**src/sv/ctq_pkg.sv**
```systemverilog
// ----------------------------------------------------------------------------
// ctq_pkg
// Shared types and constants for the capacitive touch qualifier.
// ----------------------------------------------------------------------------
package ctq_pkg;

  localparam int unsigned FRAC_BITS  = 4;
  localparam int unsigned LEVEL_W    = 16 + FRAC_BITS;
  localparam int unsigned CFG_ADDR_W = 5;
  localparam int unsigned CFG_DATA_W = 32;

  // Register index, taken from paddr[4:2]
  typedef enum logic [2:0] {
    REG_MAX_LEVEL   = 3'd0,
    REG_PRESS_THR   = 3'd1,
    REG_RELEASE_THR = 3'd2,
    REG_REQ_COUNT   = 3'd3,
    REG_LOCKOUT_MS  = 3'd4
  } reg_idx_t;

  localparam logic [15:0] MAX_LEVEL_RST   = 16'd65535;
  localparam logic [15:0] PRESS_THR_RST   = 16'd1000;
  localparam logic [15:0] RELEASE_THR_RST = 16'd500;
  localparam logic [7:0]  REQ_COUNT_RST   = 8'd3;
  localparam logic [15:0] LOCKOUT_MS_RST  = 16'd200;

  typedef struct packed {
    logic [15:0] cap_sample;
    logic [31:0] now_ms;
  } in_item_t;

  typedef struct packed {
    logic [15:0] level;
    logic        is_pressed;
    logic        toggled;
    logic        switch_on;
  } out_item_t;

  typedef struct packed {
    logic [15:0] max_level;
    logic [15:0] press_threshold;
    logic [15:0] release_threshold;
    logic [7:0]  required_count;
    logic [15:0] lockout_ms;
  } cfg_t;

endpackage

```
**src/sv/ctq_cfg.sv**
```systemverilog
// ----------------------------------------------------------------------------
// ctq_cfg
// APB-style configuration registers with read back.
// ----------------------------------------------------------------------------
module ctq_cfg (
  input  logic                               clk,
  input  logic                               rst_n,
  input  logic                               psel,
  input  logic                               penable,
  input  logic                               pwrite,
  input  logic [ctq_pkg::CFG_ADDR_W-1:0]     paddr,
  input  logic [ctq_pkg::CFG_DATA_W-1:0]     pwdata,
  output logic [ctq_pkg::CFG_DATA_W-1:0]     prdata,
  output logic                               pready,
  output ctq_pkg::cfg_t                      cfg
);

  ctq_pkg::cfg_t    cfg_r;
  ctq_pkg::reg_idx_t idx;
  logic             wr_en;

  assign idx    = ctq_pkg::reg_idx_t'(paddr[4:2]);
  assign wr_en  = psel && penable && pwrite;
  assign pready = 1'b1;
  assign cfg    = cfg_r;

  always_ff @(posedge clk) begin
    if (!rst_n) begin
      cfg_r.max_level         <= ctq_pkg::MAX_LEVEL_RST;
      cfg_r.press_threshold   <= ctq_pkg::PRESS_THR_RST;
      cfg_r.release_threshold <= ctq_pkg::RELEASE_THR_RST;
      cfg_r.required_count    <= ctq_pkg::REQ_COUNT_RST;
      cfg_r.lockout_ms        <= ctq_pkg::LOCKOUT_MS_RST;
    end else if (wr_en) begin
      case (idx)
        ctq_pkg::REG_MAX_LEVEL:   cfg_r.max_level         <= pwdata[15:0];
        ctq_pkg::REG_PRESS_THR:   cfg_r.press_threshold   <= pwdata[15:0];
        ctq_pkg::REG_RELEASE_THR: cfg_r.release_threshold <= pwdata[15:0];
        ctq_pkg::REG_REQ_COUNT:   cfg_r.required_count    <= pwdata[7:0];
        ctq_pkg::REG_LOCKOUT_MS:  cfg_r.lockout_ms        <= pwdata[15:0];
        default: ;
      endcase
    end
  end

  always_comb begin
    case (idx)
      ctq_pkg::REG_MAX_LEVEL:   prdata = {16'd0, cfg_r.max_level};
      ctq_pkg::REG_PRESS_THR:   prdata = {16'd0, cfg_r.press_threshold};
      ctq_pkg::REG_RELEASE_THR: prdata = {16'd0, cfg_r.release_threshold};
      ctq_pkg::REG_REQ_COUNT:   prdata = {24'd0, cfg_r.required_count};
      ctq_pkg::REG_LOCKOUT_MS:  prdata = {16'd0, cfg_r.lockout_ms};
      default:                  prdata = '0;
    endcase
  end

endmodule

```
**src/sv/ctq_core.sv**
```systemverilog
// ----------------------------------------------------------------------------
// ctq_core
// Level filter and press/release qualifier; state advances once per item.
// ----------------------------------------------------------------------------
module ctq_core (
  input  logic               clk,
  input  logic               rst_n,
  input  logic               step,
  input  ctq_pkg::in_item_t  item,
  input  ctq_pkg::cfg_t      cfg,
  output ctq_pkg::out_item_t res
);

  localparam int unsigned LW = ctq_pkg::LEVEL_W;
  localparam int unsigned FB = ctq_pkg::FRAC_BITS;

  logic [LW-1:0] filt_r, filt_nxt;
  logic          pressed_r, pressed_nxt;
  logic [31:0]   lock_r, lock_nxt;
  logic [7:0]    run_r, run_nxt;
  logic          sw_r, sw_nxt;

  logic [LW:0]   sum;
  logic [LW-1:0] avg, cap, lvl;
  logic [7:0]    cnt_inc;
  logic          reached, press_ok, rel_ok, toggled;

  always_comb begin
    sum     = {1'b0, filt_r} + {1'b0, item.cap_sample, {FB{1'b0}}};
    avg     = sum[LW:1];
    cap     = {cfg.max_level, {FB{1'b0}}};
    lvl     = (avg > cap) ? cap : avg;
    cnt_inc = (run_r == 8'hFF) ? run_r : run_r + 8'd1;
    reached = cnt_inc >= cfg.required_count;
    press_ok = !pressed_r && (lvl >= {cfg.press_threshold, {FB{1'b0}}})
               && (item.now_ms >= lock_r);
    rel_ok   = pressed_r && (lvl <= {cfg.release_threshold, {FB{1'b0}}});

    filt_nxt    = lvl;
    pressed_nxt = pressed_r;
    lock_nxt    = lock_r;
    run_nxt     = 8'd0;
    sw_nxt      = sw_r;
    toggled     = 1'b0;
    if (press_ok) begin
      run_nxt = cnt_inc;
      if (reached) begin
        sw_nxt      = !sw_r;
        toggled     = 1'b1;
        pressed_nxt = 1'b1;
        run_nxt     = 8'd0;
      end
    end else if (rel_ok) begin
      run_nxt = cnt_inc;
      if (reached) begin
        pressed_nxt = 1'b0;
        run_nxt     = 8'd0;
        lock_nxt    = item.now_ms + {16'd0, cfg.lockout_ms};
      end
    end

    res.level      = lvl[LW-1:FB];
    res.is_pressed = pressed_nxt;
    res.toggled    = toggled;
    res.switch_on  = sw_nxt;
  end

  always_ff @(posedge clk) begin
    if (!rst_n) begin
      filt_r    <= '0;
      pressed_r <= 1'b0;
      lock_r    <= '0;
      run_r     <= '0;
      sw_r      <= 1'b0;
    end else if (step) begin
      filt_r    <= filt_nxt;
      pressed_r <= pressed_nxt;
      lock_r    <= lock_nxt;
      run_r     <= run_nxt;
      sw_r      <= sw_nxt;
    end
  end

endmodule

```
**src/sv/capacitive_touch_qualifier_unit.sv**
```systemverilog
// ----------------------------------------------------------------------------
// capacitive_touch_qualifier_unit
// Filters capacitive samples and qualifies touch presses into a toggle.
//
//   channel  direction  handshake          payload
//   in_      input      in_valid/in_stall  ctq_pkg::in_item_t
//   out_     output     out_valid/out_stall ctq_pkg::out_item_t
//   cfg      input      psel/penable       paddr/pwdata/prdata (APB-style)
//
// One item per cycle sustained while out_stall is low; out_valid rises
// once the beat in the input register has moved into the result register.
// The filter/qualifier state is updated as an item moves into the result
// register, so each item sees the state left by the one before.
// out_stall holds the result register; in_stall rises only when both
// registers are full and out_stall is high. rst_n is synchronous and
// restores register defaults.
// ----------------------------------------------------------------------------
module capacitive_touch_qualifier_unit (
  input  logic                           clk,
  input  logic                           rst_n,
  input  logic                           in_valid,
  output logic                           in_stall,
  input  ctq_pkg::in_item_t              in_data,
  output logic                           out_valid,
  input  logic                           out_stall,
  output ctq_pkg::out_item_t             out_data,
  input  logic                           psel,
  input  logic                           penable,
  input  logic                           pwrite,
  input  logic [ctq_pkg::CFG_ADDR_W-1:0] paddr,
  input  logic [ctq_pkg::CFG_DATA_W-1:0] pwdata,
  output logic [ctq_pkg::CFG_DATA_W-1:0] prdata,
  output logic                           pready
);

  ctq_pkg::cfg_t      cfg;
  ctq_pkg::in_item_t  in_r;
  logic               in_vld_r;
  ctq_pkg::out_item_t out_r, res;
  logic               out_vld_r;
  logic               advance;

  ctq_cfg u_cfg (
    .clk     (clk),
    .rst_n   (rst_n),
    .psel    (psel),
    .penable (penable),
    .pwrite  (pwrite),
    .paddr   (paddr),
    .pwdata  (pwdata),
    .prdata  (prdata),
    .pready  (pready),
    .cfg     (cfg)
  );

  ctq_core u_core (
    .clk   (clk),
    .rst_n (rst_n),
    .step  (advance),
    .item  (in_r),
    .cfg   (cfg),
    .res   (res)
  );

  assign advance   = in_vld_r && (!out_vld_r || !out_stall);
  assign in_stall  = in_vld_r && !advance;
  assign out_valid = out_vld_r;
  assign out_data  = out_r;

  always_ff @(posedge clk) begin
    if (!rst_n) begin
      in_vld_r <= 1'b0;
    end else if (!in_stall) begin
      in_vld_r <= in_valid;
    end
  end

  always_ff @(posedge clk) begin
    if (in_valid && !in_stall) begin
      in_r <= in_data;
    end
  end

  always_ff @(posedge clk) begin
    if (!rst_n) begin
      out_vld_r <= 1'b0;
    end else if (advance) begin
      out_vld_r <= 1'b1;
    end else if (!out_stall) begin
      out_vld_r <= 1'b0;
    end
  end

  always_ff @(posedge clk) begin
    if (advance) begin
      out_r <= res;
    end
  end

`ifndef SYNTHESIS
  a_toggle_pressed: assert property (@(posedge clk) disable iff (!rst_n)
    out_valid && out_data.toggled |-> out_data.is_pressed)
    else $error("toggle reported without pressed state");

  a_stall_only_full: assert property (@(posedge clk) disable iff (!rst_n)
    in_stall |-> (in_vld_r && out_vld_r && out_stall))
    else $error("input stalled with room in pipeline");

  a_level_clamped: assert property (@(posedge clk) disable iff (!rst_n)
    out_valid |-> (out_data.level <= cfg.max_level))
    else $error("level above clamp");
`endif

endmodule

```
**config.mk**
```make
export PLATFORM = sky130hd
export DESIGN_NAME = capacitive_touch_qualifier_unit
export DESIGN_NICKNAME = d
export VERILOG_FILES = /design/src/sv/ctq_pkg.sv /design/src/sv/ctq_cfg.sv /design/src/sv/ctq_core.sv /design/src/sv/capacitive_touch_qualifier_unit.sv
export SDC_FILE = /design/constraint.sdc
export NUM_CORES = 1
export LEC_CHECK = 0
export BUFFER_PORTS_ARGS = -buffer_cell sky130_fd_sc_hd__buf_2
export CELL_PAD_IN_SITES_DETAIL_PLACEMENT = 0
export CELL_PAD_IN_SITES_GLOBAL_PLACEMENT = 1
export CORE_ASPECT_RATIO = 1.4
export CORE_MARGIN = 2
export CORE_UTILIZATION = 40
export DETAILED_ROUTE_END_ITERATION = 6
export PLACE_DENSITY_LB_ADDON = 0.1
export SLEW_MARGIN = 30
export SYNTH_ARGS = -nofsm -noshare
export SYNTH_HDL_FRONTEND = slang
export SYNTH_SLANG_ARGS = --single-unit
```
**constraint.sdc**
```tcl
create_clock -name clk -period 8.1 [get_ports clk]
set_input_delay 0.405 -clock clk [delete_from_list [all_inputs] [get_ports clk]]
set_output_delay 0.405 -clock clk [all_outputs]
set_load 0.01 [all_outputs]
```
==> run summary, run 1 <==
first-pass GRT wire length -> 52300 um
Post-synth EDFFs -> 67
Pint -> 1.90 mW
Setup violations, final -> 0
worst clock skew -> 0.00960 ns
H-tree depth -> 1
drt total wl -> 33300 um
dpl cells -> 1754
met2 wire len -> 17300 um
P_sw -> 715 uW
total power -> 2.61 mW
pre-CTS WS -> 0.863 ns
fillers -> 2903
Max Slew Vio Count -> 0
worst ir drop on vdd -> 0.000149 V
top_reg_cell synth -> dfxtp_1
RSZ-0062 raised after global routing -> no
global-route usage over all layers -> 0.220
hold buffer count at CTS -> 0
Worst Path Max Fanout -> 26
clock share of power -> 0.421
# IOs -> 146
worst path required time -> 8.53 ns
FFs w/ async S/R, synth -> 0
FF-to-FF Start -> in_r[32]
clock transition at the registers of the reported paths -> 0.06 ns
clk_lat worst skew -> 0.54 ns
Seq pwr share -> 0.425
highest metal used -> met4
Final min period -> 7.15 ns
Initial DRC Count -> 376
CTS tree -> built
clock root buffer -> clkbuf_16
Max Cap Violations -> 0
hpwl dp -> 24800 um
max incr delay on CP -> 0.49 ns
initial core utilization -> 0.404
nets@finish -> 1615
final hold vios -> 0
syn avg cell area -> 9.02 um2
Slowest cell on crit path -> mux2_2
layout cells sized above 1 -> 0.142
#FFs+latches synth -> 202
Die Span X -> 149 um
routability cong. -> 0.799
worst path arrival time -> 7.58 ns
Yosys top cell by area -> dfxtp_1
Clock Sinks -> 202
setup ws final -> 0.949 ns
final setup TNS -> 0 ns
mapped cell area -> 0.0118 mm2
Worst setup SP type -> register
total global routing overflow -> 0
R2R depth -> 25
Slew headroom -> 0.425
sequential-to-total area share from yosys stat -> 0.401
Num CTS Buffers -> 24
worst setup path start -> in_r[32]
Hold Crit Class -> input port to register
Post-Layout Cell Count -> 1798
switching share of power -> 0.274
area of the die -> 0.0308 mm2
CTS max path bufs -> 3
Area growth, synth to finish -> 14.0%
CTS resizes -> 0
largest net degree at the start of global routing -> 58
post-route ant nets -> 0
postcts setup bufs -> 0
vias in the first global route -> 9416
met3 WL -> 1180 um
crit path to -> u_core.lock_r[30]
Std-Cell Rows -> 74
CP Capture Type -> register
setup slack, reg-to-reg -> 0.95 ns
Synth area leaders -> dfxtp_1, edfxtp_1, ha_1, nand2_1, a21oi_1
Yosys top cell area share -> 0.230
Logic pwr share -> 0.154
vias per inst -> 5.25
Syn Inst Count -> 1303
YS warnings -> 0
max frequency -> 0.140 GHz
DIE HEIGHT -> 207 um
outcome -> finished clean
initial antenna violation count -> 0
WL per Instance -> 18.5 um
worst-margin pin slew -> 0.859 ns
Final Core Density -> 0.461
Netlist cell types -> 69
P_leak -> 5.59 nW
Pre-antenna DRT Iters -> 4
CORE AREA -> 0.0291 mm2
diodes inserted -> 0
crit path kind -> register to register
PortBufs -> 110
worst flop-to-flop path endpoint -> u_core.lock_r[30]
Met1 Wirelength -> 14000 um
Final period util -> 0.883
vias -> 9435
DR DRC count -> 0
Pwr Density -> 195 mW/mm2
==> per-stage QoR <==
stage	area [um2]	hold slack, ns
3_5_place_dp	12600	0.447
4_1_cts	13400	0.0133
5_1_grt	13400	0.0150
2_1_floorplan	11800	0.427
3_3_place_gp	12600	0.439
6_report	13400	0.0401
==> cell type report <==
class / instances / area [um2] / area share
Clock inverter: 7 / 60.1 / 0.00448
Multi-Input combinational cell: 947 / 6370 / 0.476
Inverter: 104 / 390 / 0.0291
Clock buffer: 37 / 741 / 0.0553
Timing Repair Buffer: 121 / 646 / 0.0482
Sequential cell: 202 / 4710 / 0.352
Tap cell: 380 / 475 / 0.0355
==> registers in the layout (all words and copies together), names as in the netlist <==
name / count
in_vld_r: 1
u_core.run_r: 8
u_core.lock_r: 32
out_valid: 1
u_core.sw_r: 1
u_core.filt_r: 19
u_cfg.cfg: 72
in_r: 48
u_core.pressed_r: 1
out_data: 19
==> layer usage <==
layer,track usage,vias to the layer above
met5,0,-
met1,0.265,4422
li1,-,4814
met4,0.0643,0
met2,0.410,160
met3,0.0246,39
==> power by group through the flow <==
stage	logic (mW)	registers (mW)	clock network [mW]
finish	0.402	1.11	1.10
floorplan	0.267	1.13	0
CTS	0.406	1.11	1.14
global route	0.451	1.11	1.17
detailed placement	0.404	1.13	0
global placement	0.400	1.13	0
==> critical path: cells and delay by family (launching register included) <==
| kind | cells | cell delay [ns] |
|---|---|---|
| flip-flops | 1 | 0.37 |
| AND/OR/NAND/NOR | 7 | 1.68 |
| AO/OA/AOI/OAI | 12 | 2.92 |
| multiplexers | 1 | 0.49 |
| adder cells (fa/ha/maj) | 4 | 1.35 |
| buffers and inverters | 1 | 0.23 |
==> cell usage in the layout (no fill, tap or decap), types with 35 or more instances in the layout <==
cell | synthesis | final
nand2_1 | 176 | 176
edfxtp_1 | 67 | 67
ha_1 | 121 | 121
dfxtp_1 | 135 | 135
nor2_1 | 85 | 84
o21ai_0 | 64 | 64
nand3_1 | 38 | 38
buf_2 | 4 | 110
o211ai_1 | 35 | 35
a21oi_1 | 114 | 114
inv_1 | 103 | 103
==> worst min-delay path by stage <==
stage / start / endpoint / slack (ns) / cells after the start
after global routing: in_data[46] / in_r[46] / 0.01 / 1
after global placement: u_core.filt_r[1] / u_core.filt_r[1] / 0.44 / 2
after detailed placement: u_cfg.cfg[25] / u_cfg.cfg[25] / 0.45 / 2
after floorplan: u_core.filt_r[1] / u_core.filt_r[1] / 0.43 / 2
final: in_data[45] / in_r[45] / 0.04 / 1
after CTS: in_data[29] / in_r[29] / 0.01 / 1
==> cells in the mapped netlist, types with 4 or more instances <==
cell type  count
xor2_1        21
o211ai_1      35
o21a_1        10
nand4_1       17
mux2i_1       29
a22oi_1       16
o21ai_0       64
o31ai_1        7
nor2b_1       11
ha_1         121
nand2_1      176
nand3_1       38
clkbuf_1      37
mux2_2        17
buf_2          4
a21oi_1      114
a22o_1         8
a31oi_1        9
inv_1        103
and3_1        14
dfxtp_1      135
nor2_1        85
buf_4         18
nor4_1         5
o22ai_1        9
a21o_1        14
buf_6          4
a211oi_2       7
nor3_1        11
nand2b_1       9
xnor2_1       20
a211oi_1       6
and4_1         4
edfxtp_1      67
==> kinds of logic after synthesis <==
logic type / synth area share
DFF: 0.401
other: 0.000639
muxes: 0.0410
xor gates and xnor gates: 0.0306
adders and majority gates: 0.132
buffers and inverters: 0.0637
AOI/OAI and AO/OA: 0.182
and+or+nand+nor: 0.148
(Power assumes the default switching activity.)
==> run 2: changes to the inputs <==
--- a/config.mk
+++ b/config.mk
@@ -13,6 +13,7 @@
 export CORE_UTILIZATION = 40
 export DETAILED_ROUTE_END_ITERATION = 6
 export PLACE_DENSITY_LB_ADDON = 0.1
+export RECOVER_POWER = 50
 export SLEW_MARGIN = 30
 export SYNTH_ARGS = -nofsm -noshare
 export SYNTH_HDL_FRONTEND = slang
==> run summary, run 2 (same netlist as run 1, synthesis figures left out) <==
outcome -> complete, but fails checks
failing checks -> capacitance limit, slew limit
Initial DRC Count -> 392
H-tree depth -> 1
P_leak -> 5.50 nW
Pwr Density -> 196 mW/mm2
initial antenna violation count -> 0
initial core utilization -> 0.404
fillers -> 2922
clock root buffer -> clkbuf_16
Pint -> 1.90 mW
met2 wire len -> 17300 um
PortBufs -> 110
first-pass GRT wire length -> 52300 um
commonest non-fill, non-tap cell in the layout -> nand2_1
area of the die -> 0.0308 mm2
FF-to-FF Start -> in_r[32]
dpl cells -> 1754
clock share of power -> 0.421
WL per Instance -> 18.6 um
CP Capture Type -> register
Final Core Density -> 0.459
CTS max path bufs -> 3
commonest cells after routing, fill and taps aside -> nand2_1, dfxtp_1, ha_1
Die Span X -> 149 um
clk_lat worst skew -> 0.54 ns
Slew headroom -> -0.984
global-route usage over all layers -> 0.220
clock transition at the registers of the reported paths -> 0.06 ns
worst-margin pin slew -> 2.98 ns
postcts setup bufs -> 0
vias -> 9478
CORE AREA -> 0.0291 mm2
Crit path top cell by count -> ha_1
Worst Path Max Fanout -> 26
post-route ant nets -> 0
crit path kind -> register to register
P_sw -> 715 uW
hpwl dp -> 24800 um
WP buf/inv -> 1
placed inst area -> 0.0126 mm2
Area growth, synth to finish -> 13.5%
final setup TNS -> 0 ns
vias per inst -> 5.27
worst setup path start -> in_r[32]
Clock Sinks -> 202
routability cong. -> 0.799
DR DRC count -> 0
Worst path top cell family by delay -> compound AO/OA/AOI/OAI gates
worst path required time -> 8.40 ns
crit path to -> u_core.lock_r[2]
Final period util -> 0.892
total global routing overflow -> 0
Pre-antenna DRT Iters -> 5
Hold Crit Class -> input port to register
Worst setup SP type -> register
CTS tree -> built
diodes inserted -> 0
Hold WS -> 0.0402 ns
Max Cap Violations -> 3
Met1 Wirelength -> 14100 um
RSZ-0062 raised after global routing -> no
Post-Layout Cell Count -> 1798
largest net degree at the start of global routing -> 58
worst ir drop on vdd -> 0.000149 V
met3 WL -> 1180 um
Final min period -> 7.22 ns
vias in the first global route -> 9416
switching share of power -> 0.274
final hold vios -> 0
Final Cell Area -> 0.0133 mm2
worst clock skew -> 0.00970 ns
max reg flops -> 72
worst flop-to-flop path endpoint -> u_core.lock_r[2]
CTS resizes -> 0
WP depth -> 25
worst path arrival time -> 7.52 ns
DIE HEIGHT -> 207 um
max frequency -> 0.138 GHz
Std-Cell Rows -> 74
layout cells sized above 1 -> 0.120
hold buffer count at CTS -> 0
Num CTS Buffers -> 24
nets@finish -> 1615
max incr delay on CP -> 0.48 ns
Slowest cell on crit path -> mux2_2
highest metal used -> met4
R2R depth -> 25
drt total wl -> 33400 um
Seq pwr share -> 0.426
multi-input logic area -> 0.00636 mm2
setup slack, reg-to-reg -> 0.88 ns
FF/Latch Area -> 0.00471 mm2
Setup violations, final -> 0
# IOs -> 146
Logic pwr share -> 0.153
Max Slew Vio Count -> 137
## run 2: stage by stage
stage / setup slack [ns] / total power, mW
2_1_floorplan: 2.49 / 1.40
3_3_place_gp: 0.918 / 1.53
3_5_place_dp: 0.863 / 1.54
4_1_cts: 0.837 / 2.65
5_1_grt: 0.236 / 2.73
6_report: 0.879 / 2.61
## run 2: final cells by class
type                            instances  area share
Multi-Input combinational cell        947       0.477
Sequential cell                       202       0.353
Clock buffer                           37      0.0555
Timing Repair Buffer                  121      0.0446
Tap cell                              380      0.0356
Inverter                              104      0.0293
Clock inverter                          7     0.00450
## run 2: worst min-delay path by stage
| stage | endpoint | from | cells past startpoint | slack [ns] |
|---|---|---|---|---|
| after detailed placement | u_cfg.cfg[25] | u_cfg.cfg[25] | 2 | 0.45 |
| final | in_r[45] | in_data[45] | 1 | 0.04 |
| after global routing | in_r[46] | in_data[46] | 1 | 0.01 |
| after floorplan | u_core.filt_r[1] | u_core.filt_r[1] | 2 | 0.43 |
| after CTS | in_r[29] | in_data[29] | 1 | 0.01 |
| after global placement | u_core.filt_r[1] | u_core.filt_r[1] | 2 | 0.44 |
## run 2: layer usage
metal | vias up | GRT usage
li1 | 4812 | -
met1 | 4451 | 0.265
met2 | 174 | 0.410
met3 | 41 | 0.0246
met4 | 0 | 0.0643
met5 | - | 0
## run 2: power by group through the flow
stage                     logic, mW  clock network (mW)  registers (mW)
after floorplan               0.267                   0            1.13
after global placement        0.400                   0            1.13
after detailed placement      0.404                   0            1.13
after CTS                     0.406                1.14            1.11
after global routing          0.448                1.17            1.12
final                         0.399                1.10            1.11
==> run 3: changes to the inputs <==
--- a/config.mk
+++ b/config.mk
@@ -6,11 +6,11 @@
 export NUM_CORES = 1
 export LEC_CHECK = 0
 export BUFFER_PORTS_ARGS = -buffer_cell sky130_fd_sc_hd__buf_2
-export CELL_PAD_IN_SITES_DETAIL_PLACEMENT = 0
-export CELL_PAD_IN_SITES_GLOBAL_PLACEMENT = 1
+export CELL_PAD_IN_SITES_DETAIL_PLACEMENT = 2
+export CELL_PAD_IN_SITES_GLOBAL_PLACEMENT = 2
 export CORE_ASPECT_RATIO = 1.4
 export CORE_MARGIN = 2
-export CORE_UTILIZATION = 40
+export CORE_UTILIZATION = 29
 export DETAILED_ROUTE_END_ITERATION = 6
 export PLACE_DENSITY_LB_ADDON = 0.1
 export RECOVER_POWER = 50
==> constraint.sdc (replaced) <==
create_clock -name clk -period 7.52 [get_ports clk]
set_input_delay 0.376 -clock clk [delete_from_list [all_inputs] [get_ports clk]]
set_output_delay 0.376 -clock clk [all_outputs]
set_load 0.01 [all_outputs]
==> run summary, run 3 (same netlist as run 1, synthesis figures left out) <==
vias per inst -> 4.98
origin of the worst min-delay path -> in_data[27]
largest net degree at the start of global routing -> 59
final hold vios -> 0
drt total wl -> 40600 um
first-pass GRT wire length -> 63100 um
max reg flops -> 72
crit path kind -> register to register
Num CTS Buffers -> 25
PortBufs -> 110
vias -> 9959
Final period util -> 0.932
multi-input logic area -> 0.00636 mm2
CTS max path bufs -> 3
outcome -> complete, but fails checks
vias in the first global route -> 11.0k
total global routing overflow -> 0
routability cong. -> 0.801
Clock Sinks -> 202
Pre-antenna DRT Iters -> 4
DR DRC count -> 0
H-tree depth -> 1
CP Capture Type -> register
initial antenna violation count -> 0
max incr delay on CP -> 0.44 ns
Setup violations, final -> 0
commonest non-fill, non-tap cell in the layout -> nand2_1
worst min-delay path endpoint -> in_r[27]
RSZ-0062 raised after global routing -> no
hpwl dp -> 31100 um
area of the die -> 0.0422 mm2
# IOs -> 146
max frequency -> 0.143 GHz
worst ir drop on vdd -> 0.000176 V
Slew headroom -> -0.996
Crit path top cell by count -> ha_1
final setup TNS -> 0 ns
Max Slew Vio Count -> 49
clk_lat worst skew -> 0.54 ns
hold path depth -> 1
Worst Path Max Fanout -> 20
setup slack, reg-to-reg -> 0.51 ns
WL per Instance -> 20.3 um
initial core utilization -> 0.293
FF/Latch Area -> 0.00471 mm2
Final min period -> 7.01 ns
fillers -> 4531
worst path required time -> 7.91 ns
R2R depth -> 26
dpl cells -> 1912
failing checks -> capacitance limit, slew limit
FF-to-FF Start -> in_r[32]
Max Cap Violations -> 1
CORE AREA -> 0.0402 mm2
Initial DRC Count -> 365
worst-margin pin slew -> 2.99 ns
nets@finish -> 1663
worst path arrival time -> 7.40 ns
Die Span X -> 174 um
Pwr Density -> 204 mW/mm2
Hold Crit Class -> input port to register
Std-Cell Rows -> 87
post-route ant nets -> 0
worst flop-to-flop path endpoint -> u_core.lock_r[0]
DIE HEIGHT -> 242 um
worst clock skew -> 0.0131 ns
Area growth, synth to finish -> 19.1%
P_leak -> 5.71 nW
layout cells sized above 1 -> 0.121
clock transition at the registers of the reported paths -> 0.06 ns
Post-Layout Cell Count -> 2000
commonest cells after routing, fill and taps aside -> nand2_1, dfxtp_1, ha_1
diodes inserted -> 0
Slowest cell on crit path -> a2111oi_0
global-route usage over all layers -> 0.193
clock root buffer -> clkbuf_16
Worst setup SP type -> register
CTS tree -> built
[run 3: timing repair]
action	4_1_cts	5_1_grt
setup endpoints to repair	0	28
buffers inserted	0	0
hold buffers	43	0
endpoints found under the hold margin	43	0
resized for setup	0	3
[run 3: power by group]
group | leakage [nW] | switching, mW | total, mW | internal [mW]
combinational | 3.58 | 0.289 | 0.468 | 0.179
clock | 0.395 | 0.490 | 1.19 | 0.701
sequential | 1.74 | 0.0268 | 1.20 | 1.17
[run 3: critical path, delay by kind of cell (launching register included)]
family          cells  cell delay (ns)
flops               1             0.37
buf+inv             2             0.51
mux                 2             0.59
simple gates        7             1.49
compound gates     11             2.69
fa+ha+maj           4             1.21
[run 3: layout make-up]
cell class,instances,share of cell area
multi-input combinational,947,0.455
inverter,104,0.0279
clock buffer,37,0.0522
clock inverter,8,0.00447
sequential,202,0.337
timing repair buffer,168,0.0761
tap,534,0.0477
[run 3: how the worst max path moves through the flow]
stage                              to  cells after the start     start  slack, ns
detailed placement   u_core.lock_r[0]                     26  in_r[32]       0.08
finish               u_core.lock_r[0]                     26  in_r[32]       0.51
CTS                  u_core.lock_r[0]                     26  in_r[32]       0.04
floorplan             u_core.run_r[2]                     26  in_r[32]       1.91
global placement     u_core.lock_r[6]                     26  in_r[32]       0.35
global route        u_core.lock_r[20]                     26  in_r[32]       0.07
[run 3: per-stage QoR]
step                hold WS (ns)  utilization  power [mW]  instance area (um2)  setup slack (ns)
floorplan                  0.427            -        1.50                11800              1.91
finish                    0.0234        0.348        2.86                14000             0.510
global placement           0.434        0.319        1.67                12800             0.345
CTS                     0.000840        0.350        2.92                14000            0.0441
global route             0.00112        0.348        3.01                14000            0.0723
detailed placement         0.452        0.319        1.69                12800            0.0822
[run 3: per-layer routing]
layer | track usage | share of wire
met3 | 0.0209 | 0.026
met4 | 0.0395 | 0.016
met2 | 0.388 | 0.55
met1 | 0.215 | 0.40
met5 | 0 | 0
